### config.mk
export PLATFORM = sky130hd
export DESIGN_NAME = aev_cell
export DESIGN_NICKNAME = d
export VERILOG_FILES = /design/src/rtl/aev_pkg.sv /design/src/rtl/aev_cell.sv
export SDC_FILE = /design/constraint.sdc
export NUM_CORES = 1
export LEC_CHECK = 0
export BUFFER_PORTS_ARGS = -buffer_cell sky130_fd_sc_hd__buf_4
export CAP_MARGIN = 20
export CELL_PAD_IN_SITES_DETAIL_PLACEMENT = 1
export CELL_PAD_IN_SITES_GLOBAL_PLACEMENT = 1
export CORE_UTILIZATION = 28
export CTS_BUF_LIST = sky130_fd_sc_hd__clkbuf_4
export DETAILED_ROUTE_END_ITERATION = 8
export GPL_ROUTABILITY_DRIVEN = 0
export PLACE_DENSITY = 0.61
export SETUP_SLACK_MARGIN = 0.02
export SLEW_MARGIN = 5
export SYNTH_ARGS = -nofsm -noshare
export SYNTH_HDL_FRONTEND = slang
export SYNTH_SLANG_ARGS = --single-unit
### constraint.sdc
create_clock -name clk_i -period 8.8 [get_ports clk_i]
set_input_delay 0.44 -clock clk_i [delete_from_list [all_inputs] [get_ports clk_i]]
set_output_delay 0.44 -clock clk_i [all_outputs]
set_load 0.01 [all_outputs]
### src/rtl/aev_pkg.sv
// aev_pkg: shared types, fixed-point constants and the cordic arctangent table
// for the e-terms of annual aberration pipeline; no dependencies
package aev_pkg;

  localparam int EPOCH_W = 44;
  localparam int TERM_W  = 45;
  localparam int CORDIC_STAGES = 48;
  localparam int SHIFT_W = $clog2(CORDIC_STAGES);
  localparam int MUL_LAT = 5;
  localparam int RED_LAT = 4;

  typedef logic [EPOCH_W-1:0] epoch_t;
  typedef logic signed [TERM_W-1:0] term_t;
  typedef logic signed [63:0] fix_t;

  typedef struct packed {
    fix_t x;
    fix_t y;
    fix_t z;
  } cell_t;

  // product shifts for the rounding multiplier
  localparam logic [6:0] SH_JC  = 7'd54;
  localparam logic [6:0] SH_Q40 = 7'd40;
  localparam logic [6:0] SH_Q60 = 7'd60;
  localparam logic [6:0] SH_Q80 = 7'd80;

  localparam fix_t B1950_Q32    = fix_t'(64'd1950 << 32);
  localparam fix_t JC_SCALE_Q62 = 64'sd46117845195674061;
  localparam fix_t ECC0_Q60     = 64'sd19288503593438057;
  localparam fix_t ECC1_Q60     = 64'sd48341998688165;
  localparam fix_t ECC2_Q60     = 64'sd145268109580;
  localparam fix_t OBL0_Q40     = 64'sd92804098622526325;
  localparam fix_t OBL1_Q40     = 64'sd51511570005492;
  localparam fix_t OBL2_Q40     = 64'sd3507442093;
  localparam fix_t OBL3_Q40     = 64'sd1990116046;
  localparam fix_t PER0_Q40     = 64'sd1116543009014180479;
  localparam fix_t PER1_Q40     = 64'sd6806713648724050;
  localparam fix_t PER2_Q40     = 64'sd1814194185830;
  localparam fix_t PER3_Q40     = 64'sd13194139533;
  localparam fix_t ABER_Q60     = 64'sd114600357303637;
  localparam fix_t ARCSEC_Q80   = 64'sd5861037767974450427;
  localparam fix_t GAIN_Q60     = 64'sd700114967507363238;

  localparam fix_t TURN_Q40    = fix_t'(64'd1296000 << 40);
  localparam fix_t HALF_Q40    = fix_t'(64'd648000 << 40);
  localparam fix_t QUARTER_Q40 = fix_t'(64'd324000 << 40);
  localparam fix_t THREEQ_Q40  = fix_t'(64'd972000 << 40);

  // a full turn is RED_DIV * 2^RED_SH in q40 arcsec
  localparam int RED_SH    = 47;
  localparam int RED_DIV   = 10125;
  localparam int RED_BIAS  = 7 * RED_DIV;
  localparam logic [63:0] RED_RECIP = ((64'd1 << 32) + 64'(RED_DIV) - 64'd1) / 64'(RED_DIV);

  localparam logic [63:0] ONE64 = 64'd1;

  typedef fix_t atan_tab_t [CORDIC_STAGES];

  // series atan(2^-i) in q60, stage zero is atan(1), the eighth turn start step
  function automatic fix_t atan_entry(int i);
    fix_t acc;
    logic [127:0] p;
    acc = '0;
    p = '0;
    if (i == 0) begin
      p = 128'(162000) * 128'(ARCSEC_Q80) + (128'd1 << 19);
      acc = fix_t'(p >> 20);
    end else begin
      if (i * 1 <= 60) acc = acc + $signed((ONE64 << (60 - i * 1)) / 1);
      if (i * 3 <= 60) acc = acc - $signed((ONE64 << (60 - i * 3)) / 3);
      if (i * 5 <= 60) acc = acc + $signed((ONE64 << (60 - i * 5)) / 5);
      if (i * 7 <= 60) acc = acc - $signed((ONE64 << (60 - i * 7)) / 7);
      if (i * 9 <= 60) acc = acc + $signed((ONE64 << (60 - i * 9)) / 9);
      if (i * 11 <= 60) acc = acc - $signed((ONE64 << (60 - i * 11)) / 11);
      if (i * 13 <= 60) acc = acc + $signed((ONE64 << (60 - i * 13)) / 13);
      if (i * 15 <= 60) acc = acc - $signed((ONE64 << (60 - i * 15)) / 15);
      if (i * 17 <= 60) acc = acc + $signed((ONE64 << (60 - i * 17)) / 17);
      if (i * 19 <= 60) acc = acc - $signed((ONE64 << (60 - i * 19)) / 19);
      if (i * 21 <= 60) acc = acc + $signed((ONE64 << (60 - i * 21)) / 21);
      if (i * 23 <= 60) acc = acc - $signed((ONE64 << (60 - i * 23)) / 23);
      if (i * 25 <= 60) acc = acc + $signed((ONE64 << (60 - i * 25)) / 25);
      if (i * 27 <= 60) acc = acc - $signed((ONE64 << (60 - i * 27)) / 27);
      if (i * 29 <= 60) acc = acc + $signed((ONE64 << (60 - i * 29)) / 29);
      if (i * 31 <= 60) acc = acc - $signed((ONE64 << (60 - i * 31)) / 31);
      if (i * 33 <= 60) acc = acc + $signed((ONE64 << (60 - i * 33)) / 33);
      if (i * 35 <= 60) acc = acc - $signed((ONE64 << (60 - i * 35)) / 35);
      if (i * 37 <= 60) acc = acc + $signed((ONE64 << (60 - i * 37)) / 37);
      if (i * 39 <= 60) acc = acc - $signed((ONE64 << (60 - i * 39)) / 39);
      if (i * 41 <= 60) acc = acc + $signed((ONE64 << (60 - i * 41)) / 41);
      if (i * 43 <= 60) acc = acc - $signed((ONE64 << (60 - i * 43)) / 43);
      if (i * 45 <= 60) acc = acc + $signed((ONE64 << (60 - i * 45)) / 45);
      if (i * 47 <= 60) acc = acc - $signed((ONE64 << (60 - i * 47)) / 47);
      if (i * 49 <= 60) acc = acc + $signed((ONE64 << (60 - i * 49)) / 49);
      if (i * 51 <= 60) acc = acc - $signed((ONE64 << (60 - i * 51)) / 51);
      if (i * 53 <= 60) acc = acc + $signed((ONE64 << (60 - i * 53)) / 53);
      if (i * 55 <= 60) acc = acc - $signed((ONE64 << (60 - i * 55)) / 55);
      if (i * 57 <= 60) acc = acc + $signed((ONE64 << (60 - i * 57)) / 57);
      if (i * 59 <= 60) acc = acc - $signed((ONE64 << (60 - i * 59)) / 59);
    end
    return acc;
  endfunction

  function automatic atan_tab_t build_atan();
    atan_tab_t t;
    for (int i = 0; i < CORDIC_STAGES; i++) begin
      t[i] = atan_entry(i);
    end
    return t;
  endfunction

  localparam atan_tab_t ATAN_TAB = build_atan();

endpackage

### src/rtl/aev_cell.sv
// aev_cell: one rotation-mode cordic cell, a shift-add step per enabled cycle
// depends on aev_pkg
module aev_cell import aev_pkg::*; (
  input  logic               clk_i,
  input  logic               en_i,
  input  logic [SHIFT_W-1:0] shift_i,
  input  fix_t               atan_i,
  input  cell_t              d_i,
  output cell_t              d_o
);

  fix_t xs, ys;

  assign xs = d_i.x >>> shift_i;
  assign ys = d_i.y >>> shift_i;

  always_ff @(posedge clk_i) begin
    if (en_i) begin
      if (!d_i.z[63]) begin
        d_o.x <= d_i.x - ys;
        d_o.y <= d_i.y + xs;
        d_o.z <= d_i.z - atan_i;
      end else begin
        d_o.x <= d_i.x + ys;
        d_o.y <= d_i.y - xs;
        d_o.z <= d_i.z + atan_i;
      end
    end
  end

endmodule

==> flow_summary.toml <==
[global_routing]
gr-usage-met2_pct = 43.25
met3_usage_pct = 5.907
overflow = 0
antenna_found_initial = 18
grt_util_met1_pct = 33.81
grt_max_degree = 94
grt_pass1_wl_mm = 234.4
grt_usage_pct = 26.81
top_usage_layer = "met2"
grt_pass1_vias = 34170

[timing]
tightestPinTransition_ns = 1.353
setup-violations-final = 0
fin_hold_ws_ns = 0.1333
final_max_slew_viol_count = 0
period_needed_ns = 7.738
relSlewSlack_pct = 9.809
fmax_ghz = 0.1292
rsz0062_at_grt = "false"
hold_viol = 0
period_share_pct = 87.94
tns_ns = 0

[floorplanning]
num_rows = 125
coreArea_sq_um = 116000
die_h_microns = 343.9
start_util_pct = 28.20
die-area_sq_um = 118200
die_w_microns = 343.9
ios = 456

[layout]
final_nets = 4551
layout_commonest_cell = "buf_4"
largest_reg_flops = 192
stdcell_area_sq_um = 38710
regMostFlops = "d_o"
final.fill_count = 13600
drive_gt1_share_pct = 23.22
utilization_pct = 33.36
reg.largest.list = "d_o x192"
area_growth_pct = 18.30
final_cell_mix = "buf_4, a21oi_1, nor2_1"

[power]
p_int_mw = 3.119
power_frac_clock_pct = 9.9
sw_frac_of_total_pct = 47.19
pwr-share-seq_pct = 24.8
switching_power_mw = 2.787
p_leak_nw = 15.88
power_density_nw_per_um2 = 152.6
combPwrFrac_pct = 65.2
peakVddDrop_mv = 0.09880

[critical_path]
slowest_delay_ns = 1.08
crit_path_start_kind = "input port"
path_class = "in2reg"
cpMaxStageDelayCell = "a222oi_1"
arrival_ns = 8.35
crit_path_end_kind = "flip-flop"
critPathRequiredTime_ns = 9.42
crit_buf_inv = 5
critical-path-top-delay-family = "compound AO/OA/AOI/OAI gates"
path_max_fanout = 72

[placement]
place_area_sq_um = 37860
port_buffers = 455
dp.final_hpwl_mm = 129.5

[clock_network]
clk_pin_slew_ns = 0.20
cts.sinks = 192
cts_max_path_buffers = 2
cts_tree = "yes"
cts_root_buffer = "clkbuf_4"
ctsResizeCount = 0
htree_levels = 4
cts_inserted_buffers = 17

[logic_synthesis]
syn_nets = 4153
yosysUniqueCellTypes = 103
netlist_area_sq_um = 32720
yosys_warnings = 0
async_reset_ff_share_pct = 0
syn_area_per_cell_sq_um = 8.892
synth_seq_cells = 192
yosys_most_used_dff = "edfxtp_1"
synth-edff-count = 192
syn_inst = 3680
yosysSeqAreaShare_pct = 17.62

[detailed_routing]
routed_wl_mm = 163.5
ant_nets = 0
drt_iter0_drc = 3467
route.detailed.drc = 0
drt_pre_antenna_iters = 8
via_count = 34160
wl_per_cell_microns = 29.07
routed_via_density = 6.075

[job]
maxCapViolCount = 0

[outcome]
status = "complete, no violations"

[min_path]
hold_path_class = "in2reg"
worst paths after layout:
| kind | startpoint | endpoint | slack [ns] | cells after the start |
|---|---|---|---|---|
| hold / removal | d_i[68] | d_o[68] | 0.13 | 3 |
| setup / recovery | shift_i[1] | d_o[191] | 1.06 | 25 |
per-layer routing:
metal	up-vias	wire (microns)	share of wire, %
met5	-	132	0.081
met4	12	8955	5.5
met3	451	14800	9.1
met2	1877	73910	45
met1	16780	65680	40
li1	15050	-	-
synth_stat cells (37+ instances only):
| master | count | area share (%) |
|---|---|---|
| a21oi_1 | 335 | 5.1 |
| nor2_1 | 267 | 3.1 |
| nand2_1 | 248 | 2.8 |
| ha_1 | 206 | 7.9 |
| xnor2_1 | 193 | 5.2 |
| edfxtp_1 | 192 | 18 |
| mux4_2 | 182 | 13 |
| mux2i_1 | 174 | 5.3 |
| a21o_1 | 169 | 3.9 |
| xor2_1 | 169 | 4.5 |
| o21ai_0 | 161 | 2.5 |
| clkbuf_1 | 114 | 1.3 |
| mux2_2 | 109 | 3.8 |
| inv_1 | 82 | 0.94 |
| a31oi_1 | 62 | 1.2 |
| buf_2 | 57 | 0.87 |
| nand3_1 | 57 | 0.87 |
| nor3_1 | 56 | 0.86 |
| nand4_1 | 52 | 0.99 |
| a211oi_1 | 47 | 1.1 |
| and2_1 | 45 | 0.86 |
| and3_1 | 42 | 0.80 |
| o21bai_1 | 37 | 0.85 |
cell families after synthesis:
family,after synthesis,share of synthesized area [%]
buf+inv,321,4.451
compound gates,1173,23.91
fa+ha+maj,209,8.060
xor+xnor,362,9.689
simple gates,955,14.53
flops,192,17.62
mux,468,21.74
through the flow:
step	std cells	total power, mW	setup slack [ns]
6_report	5623	5.906	1.062
5_1_grt	5619	6.279	1.106
4_1_cts	5614	5.923	1.536
3_5_place_dp	5531	5.256	0.5065
3_3_place_gp	5531	5.248	0.5060
2_1_floorplan	3680	3.772	1.521
area by class of cell:
type                            instances  area, sq um  area share, %
Clock buffer                           17        127.6         0.3297
Sequential cell                       192         5766          14.89
Multi-Input combinational cell       3167        25500          65.88
Clock inverter                         15        183.9         0.4751
Timing Repair Buffer                  613         4875          12.59
Antenna cell                            8        20.02        0.05171
Inverter                               87        329.1         0.8501
Tap cell                             1524         1907          4.926
repair_timing:
action / 4_1_cts / 5_1_grt
buffers inserted: 0 / 0
hold endpoints to repair: 83 / 0
hold buffers: 51 / 0
power groups by stage:
stage / clock (mW) / sequential [mW] / combinational, mW
finish: 0.586 / 1.47 / 3.85
global route: 0.644 / 1.50 / 4.14
CTS: 0.628 / 1.48 / 3.82
detailed placement: 0 / 1.50 / 3.76
global placement: 0 / 1.50 / 3.75
floorplan: 0 / 1.60 / 2.17
Note: power is estimated with default switching activity, not from simulation.
