**config.mk**
```make
export PLATFORM = sky130hd
export DESIGN_NAME = aev_reduce
export DESIGN_NICKNAME = d
export VERILOG_FILES = /design/src/rtl/aev_pkg.sv /design/src/rtl/aev_reduce.sv
export SDC_FILE = /design/constraint.sdc
export NUM_CORES = 1
export LEC_CHECK = 0
export ABC_AREA = 1
export BUFFER_PORTS_ARGS = -buffer_cell sky130_fd_sc_hd__buf_2
export CORE_ASPECT_RATIO = 0.7
export CORE_MARGIN = 4
export CORE_UTILIZATION = 25
export DETAILED_ROUTE_END_ITERATION = 10
export PLACE_DENSITY_LB_ADDON = 0.2
export SLEW_MARGIN = 20
export SYNTH_ARGS = -nofsm -noshare
export SYNTH_HDL_FRONTEND = slang
export SYNTH_SLANG_ARGS = --single-unit
```
**constraint.sdc**
```tcl
create_clock -name clk_i -period 13.3 [get_ports clk_i]
set_input_delay 0.665 -clock clk_i [delete_from_list [all_inputs] [get_ports clk_i]]
set_output_delay 0.665 -clock clk_i [all_outputs]
set_load 0.02 [all_outputs]
```
**src/rtl/aev_pkg.sv**
```systemverilog
// aev_pkg: shared types, fixed-point constants and the cordic arctangent table
// for the e-terms of annual aberration pipeline; no dependencies
package aev_pkg;

  localparam int EPOCH_W = 44;
  localparam int TERM_W  = 45;
  localparam int CORDIC_STAGES = 48;
  localparam int SHIFT_W = $clog2(CORDIC_STAGES);
  localparam int MUL_LAT = 5;
  localparam int RED_LAT = 4;

  typedef logic [EPOCH_W-1:0] epoch_t;
  typedef logic signed [TERM_W-1:0] term_t;
  typedef logic signed [63:0] fix_t;

  typedef struct packed {
    fix_t x;
    fix_t y;
    fix_t z;
  } cell_t;

  // product shifts for the rounding multiplier
  localparam logic [6:0] SH_JC  = 7'd54;
  localparam logic [6:0] SH_Q40 = 7'd40;
  localparam logic [6:0] SH_Q60 = 7'd60;
  localparam logic [6:0] SH_Q80 = 7'd80;

  localparam fix_t B1950_Q32    = fix_t'(64'd1950 << 32);
  localparam fix_t JC_SCALE_Q62 = 64'sd46117845195674061;
  localparam fix_t ECC0_Q60     = 64'sd19288503593438057;
  localparam fix_t ECC1_Q60     = 64'sd48341998688165;
  localparam fix_t ECC2_Q60     = 64'sd145268109580;
  localparam fix_t OBL0_Q40     = 64'sd92804098622526325;
  localparam fix_t OBL1_Q40     = 64'sd51511570005492;
  localparam fix_t OBL2_Q40     = 64'sd3507442093;
  localparam fix_t OBL3_Q40     = 64'sd1990116046;
  localparam fix_t PER0_Q40     = 64'sd1116543009014180479;
  localparam fix_t PER1_Q40     = 64'sd6806713648724050;
  localparam fix_t PER2_Q40     = 64'sd1814194185830;
  localparam fix_t PER3_Q40     = 64'sd13194139533;
  localparam fix_t ABER_Q60     = 64'sd114600357303637;
  localparam fix_t ARCSEC_Q80   = 64'sd5861037767974450427;
  localparam fix_t GAIN_Q60     = 64'sd700114967507363238;

  localparam fix_t TURN_Q40    = fix_t'(64'd1296000 << 40);
  localparam fix_t HALF_Q40    = fix_t'(64'd648000 << 40);
  localparam fix_t QUARTER_Q40 = fix_t'(64'd324000 << 40);
  localparam fix_t THREEQ_Q40  = fix_t'(64'd972000 << 40);

  // a full turn is RED_DIV * 2^RED_SH in q40 arcsec
  localparam int RED_SH    = 47;
  localparam int RED_DIV   = 10125;
  localparam int RED_BIAS  = 7 * RED_DIV;
  localparam logic [63:0] RED_RECIP = ((64'd1 << 32) + 64'(RED_DIV) - 64'd1) / 64'(RED_DIV);

  localparam logic [63:0] ONE64 = 64'd1;

  typedef fix_t atan_tab_t [CORDIC_STAGES];

  // series atan(2^-i) in q60, stage zero is atan(1), the eighth turn start step
  function automatic fix_t atan_entry(int i);
    fix_t acc;
    logic [127:0] p;
    acc = '0;
    p = '0;
    if (i == 0) begin
      p = 128'(162000) * 128'(ARCSEC_Q80) + (128'd1 << 19);
      acc = fix_t'(p >> 20);
    end else begin
      if (i * 1 <= 60) acc = acc + $signed((ONE64 << (60 - i * 1)) / 1);
      if (i * 3 <= 60) acc = acc - $signed((ONE64 << (60 - i * 3)) / 3);
      if (i * 5 <= 60) acc = acc + $signed((ONE64 << (60 - i * 5)) / 5);
      if (i * 7 <= 60) acc = acc - $signed((ONE64 << (60 - i * 7)) / 7);
      if (i * 9 <= 60) acc = acc + $signed((ONE64 << (60 - i * 9)) / 9);
      if (i * 11 <= 60) acc = acc - $signed((ONE64 << (60 - i * 11)) / 11);
      if (i * 13 <= 60) acc = acc + $signed((ONE64 << (60 - i * 13)) / 13);
      if (i * 15 <= 60) acc = acc - $signed((ONE64 << (60 - i * 15)) / 15);
      if (i * 17 <= 60) acc = acc + $signed((ONE64 << (60 - i * 17)) / 17);
      if (i * 19 <= 60) acc = acc - $signed((ONE64 << (60 - i * 19)) / 19);
      if (i * 21 <= 60) acc = acc + $signed((ONE64 << (60 - i * 21)) / 21);
      if (i * 23 <= 60) acc = acc - $signed((ONE64 << (60 - i * 23)) / 23);
      if (i * 25 <= 60) acc = acc + $signed((ONE64 << (60 - i * 25)) / 25);
      if (i * 27 <= 60) acc = acc - $signed((ONE64 << (60 - i * 27)) / 27);
      if (i * 29 <= 60) acc = acc + $signed((ONE64 << (60 - i * 29)) / 29);
      if (i * 31 <= 60) acc = acc - $signed((ONE64 << (60 - i * 31)) / 31);
      if (i * 33 <= 60) acc = acc + $signed((ONE64 << (60 - i * 33)) / 33);
      if (i * 35 <= 60) acc = acc - $signed((ONE64 << (60 - i * 35)) / 35);
      if (i * 37 <= 60) acc = acc + $signed((ONE64 << (60 - i * 37)) / 37);
      if (i * 39 <= 60) acc = acc - $signed((ONE64 << (60 - i * 39)) / 39);
      if (i * 41 <= 60) acc = acc + $signed((ONE64 << (60 - i * 41)) / 41);
      if (i * 43 <= 60) acc = acc - $signed((ONE64 << (60 - i * 43)) / 43);
      if (i * 45 <= 60) acc = acc + $signed((ONE64 << (60 - i * 45)) / 45);
      if (i * 47 <= 60) acc = acc - $signed((ONE64 << (60 - i * 47)) / 47);
      if (i * 49 <= 60) acc = acc + $signed((ONE64 << (60 - i * 49)) / 49);
      if (i * 51 <= 60) acc = acc - $signed((ONE64 << (60 - i * 51)) / 51);
      if (i * 53 <= 60) acc = acc + $signed((ONE64 << (60 - i * 53)) / 53);
      if (i * 55 <= 60) acc = acc - $signed((ONE64 << (60 - i * 55)) / 55);
      if (i * 57 <= 60) acc = acc + $signed((ONE64 << (60 - i * 57)) / 57);
      if (i * 59 <= 60) acc = acc - $signed((ONE64 << (60 - i * 59)) / 59);
    end
    return acc;
  endfunction

  function automatic atan_tab_t build_atan();
    atan_tab_t t;
    for (int i = 0; i < CORDIC_STAGES; i++) begin
      t[i] = atan_entry(i);
    end
    return t;
  endfunction

  localparam atan_tab_t ATAN_TAB = build_atan();

endpackage

```
**src/rtl/aev_reduce.sv**
```systemverilog
// aev_reduce: angle reduction of a q40 arcsec angle into a quarter turn with
// a sign flip flag, four stages; depends on aev_pkg
module aev_reduce import aev_pkg::*; (
  input  logic               clk_i,
  input  logic [RED_LAT-1:0] en_i,
  input  fix_t               ang_i,
  output fix_t               r_o,
  output logic               flip_o
);

  localparam int LOW_W = RED_SH;

  logic signed [18:0] nsum;
  logic [36:0]        qp;
  logic [17:0]        qm, rem;
  logic [63:0]        r0;
  logic [17:0]        n1_q, n2_q;
  logic [3:0]         qt_q;
  logic [13:0]        rem_q;
  logic [LOW_W-1:0]   low1_q, low2_q, low3_q;

  // count of 2^RED_SH units, biased positive by a whole number of turns
  assign nsum = {{2{ang_i[63]}}, ang_i[63:RED_SH]} + 19'(RED_BIAS);
  assign qp   = 37'(n1_q) * 37'(RED_RECIP[18:0]);
  assign qm   = 18'(qt_q) * 18'(RED_DIV);
  assign rem  = n2_q - qm;
  assign r0   = {{(64-14-LOW_W){1'b0}}, rem_q, low3_q};

  always_ff @(posedge clk_i) begin
    if (en_i[0]) begin
      n1_q   <= nsum[17:0];
      low1_q <= ang_i[LOW_W-1:0];
    end
    if (en_i[1]) begin
      qt_q   <= qp[35:32];
      n2_q   <= n1_q;
      low2_q <= low1_q;
    end
    if (en_i[2]) begin
      rem_q  <= rem[13:0];
      low3_q <= low2_q;
    end
    if (en_i[3]) begin
      if ($signed(r0) <= QUARTER_Q40) begin
        r_o    <= $signed(r0);
        flip_o <= 1'b0;
      end else if ($signed(r0) < THREEQ_Q40) begin
        r_o    <= $signed(r0) - HALF_Q40;
        flip_o <= 1'b1;
      end else begin
        r_o    <= $signed(r0) - TURN_Q40;
        flip_o <= 1'b0;
      end
    end
  end

endmodule

```
==> impl_metrics.toml <==
[floorplan]
fp.coreArea_mm2 = 0.0616
die_w_um = 306
initial_core_util_pct = 25.3
rows = 76
ios = 134
die-area_mm2 = 0.0664
die_h_um = 217

[job]
max-cap-violations = 0

[outcome]
status = "finished, final reports clean"

[clock_tree]
root_buffer = "clkbuf_16"
cts_max_path_buffers = 3
ctsResizeCount = 0
path_clk_slew_ns = 0.07
clock_latency_ns = 0.55
cts_buffers = 26
post-cts-setup-buffers = 0
cts_tree = "yes"
cts_hold_buf = 0
cts_max_level = 1
cts.sink_count = 254

[synth]
synth_compound_area_share_pct = 3.23
yosys.area.top_type = "edfxtp_1"
yosysSeqAreaShare_pct = 49.0
synth-simple-area-share_pct = 11.6
synth_mux_area_share_pct = 0
syn_area_per_cell_um2 = 11.3
syn_inst = 1374
synth-seq-cells = 254
yosys_warnings = 0
synthAdderAreaFrac_pct = 26.8
synth_top_area_share_pct = 49.0
netlist_area_mm2 = 0.0156
synth_top_family_by_area = "adder cells"
syn_nets = 1719
synth.area.top_cells = "edfxtp_1 (49%), ha_1 (14%), fa_1 (12%), nand2_1 (6.9%), inv_1 (6.1%)"
synth_cell_types = 35
synthXorXnorAreaFrac_pct = 2.53

[final_layout]
instances_no_fill = 2364
area_growth_pct = 15.7
nNetsFinal = 1870
diodes = 0
drive_gt1_share_pct = 12.1

[sta]
rsz0062_at_grt = "false"
hold_slack_ns = 0.289
setup_ws_ns = 8.24
max-slew-margin-rel_pct = 33.6
hold_violations = 0
fin_tns_setup_ns = 0
setup_viol = 0
skew_ns = 0.0181
final.min_clock_period_ns = 5.06
tightest_slew_ns = 0.996
slew_viol_final = 0
final.period_utilization_pct = 38.0
timing.fmax_mhz = 198

[global_routing]
track_usage_pct = 11.5
grt_pass1_wl_um = 58500
grt_pass1_vias = 9909
overflow = 0
antenna_found_initial = 0
grt_max_degree = 66

[drt]
remaining_drc_errors = 0
first_iter_violations = 637
ant_nets = 0
firstDrtPassIters = 5
wl_per_cell_um = 16.1
viasPerCell = 4.09
routed_wl_um = 38000
num_vias = 9671

[place]
port_buffers = 133
place_inst = 2316
place_ws_ns = 8.27
place.gp.congestion = 0.874
hpwl_um = 30200

[worst_setup_path]
r2r-end = "qt_q[1]$_DFFE_PP_"
endpoint = "qt_q[1]$_DFFE_PP_"
end_kind = "flip-flop"
cp_max_fo = 8
startpoint_type = "flip-flop"
r2r_start = "n1_q[9]$_DFFE_PP_"
worst-r2r-setup-slack_ns = 8.24
critPathArrivalTime_ns = 5.35
crit_start = "n1_q[9]$_DFFE_PP_"
ff2ff_path_depth = 18
cp.required_ns = 13.59
critical_path_class = "flip-flop to flip-flop"

[worst_hold_path]
worstHoldPathType = "primary input to flip-flop"
## cell usage after synthesis (all sizes together)
cell type and number:
nand4 7, a21oi 43, edfxtp 254, or2 2
a21o 4, nand3 37, o21ai 32, ha 179
a211oi 1, nor3 13, o21a 1, a21boi 2
inv 254, nand2 289, nor3b 2, xnor2 11
a31oi 6, xor2 34, o21bai 3, fa 97
and3 1, nand3b 3, nor2 86, buf 13
## critical path, cell delays in order, from the launching register on
cell and delay (ns):
edfxtp_1 0.56, fa_1 0.64, ha_1 0.15, inv_1 0.05
fa_1 0.53, inv_1 0.05, fa_1 0.46, fa_1 0.54
inv_1 0.05, fa_1 0.53, inv_1 0.04, ha_1 0.36
nand2_1 0.14, nor3_1 0.24, nand3_1 0.11, nor3_1 0.14
nand2_1 0.09, nand3_1 0.07, nand2_1 0.06
## cells by family (layout without fill, tap and decap cells)
family          Yosys count  after routing
simple gates            440            440
flops                   254            254
fa+ha+maj               276            276
compound gates           92             92
buf+inv                 267            438
xor+xnor                 45             45
## how the worst min path moves through the flow
stage / startpoint / slack [ns] / cells past startpoint / end
floorplan: low1_q[0]$_DFFE_PP_ / 0.40 / 0 / low2_q[0]$_DFFE_PP_
global placement: low1_q[46]$_DFFE_PP_ / 0.40 / 0 / low2_q[46]$_DFFE_PP_
detailed placement: low1_q[20]$_DFFE_PP_ / 0.40 / 0 / low2_q[20]$_DFFE_PP_
CTS: ang_i[3] / 0.25 / 1 / low1_q[3]$_DFFE_PP_
global route: ang_i[45] / 0.25 / 1 / low1_q[45]$_DFFE_PP_
finish: ang_i[45] / 0.29 / 1 / low1_q[45]$_DFFE_PP_
## sequential cells by signal, summed over array words and instances, names as in the netlist
signal / count
low3_q: 47
low1_q: 47
n2_q: 14
n1_q: 18
flip_o: 1
qt_q: 4
rem_q: 14
low2_q: 47
r_o: 62
## area by class of cell
type                    count  area (um^2)
flip-flops and latches    254         7630
repair buffers            136          691
fillers                  6491        43600
multi-input cells         853         6880
clock buffers              32          673
well taps                 819         1020
inverters                 254          953
clock inverters            16          179
## cells in the final DEF (no fill, tap or decap), types with 2 or more instances in the layout
cell / instances
nor3_1: 9
a31oi_1: 6
edfxtp_1: 254
xnor2_1: 11
o21bai_1: 3
clkinv_1: 5
or2_2: 2
nand2_1: 285
clkinvlp_4: 3
inv_1: 252
nor2_1: 86
fa_1: 97
inv_6: 3
bufinv_16: 3
clkbuf_16: 26
xor2_1: 34
nand3_1: 37
nand4_1: 7
nor3_2: 3
buf_2: 132
ha_1: 179
nor3b_1: 2
a21o_1: 4
o21ai_0: 28
a21oi_1: 42
nand2_2: 3
o21ai_1: 3
a21boi_0: 2
clkbuf_1: 6
buf_4: 4
nand3b_1: 3
inv_2: 2
## layer usage
metal | up-vias | track usage (%) | part of all wire, %
met5 | - | 0 | 0
met4 | 0 | 1.75 | 1.5
li1 | 4801 | - | -
met3 | 34 | 2.57 | 6.2
met2 | 153 | 16.4 | 40
met1 | 4683 | 17.9 | 52
## per-stage QoR
step                      utilization, %  area [um^2]
after floorplan                        -        15600
after global routing                29.3        18000
after global placement              27.9        17200
after CTS                           29.3        18000
final                               29.3        18000
after detailed placement            27.9        17200
Power is not shown: default switching activity piles up to over one toggle a cycle in this logic, so the estimate is an artifact.
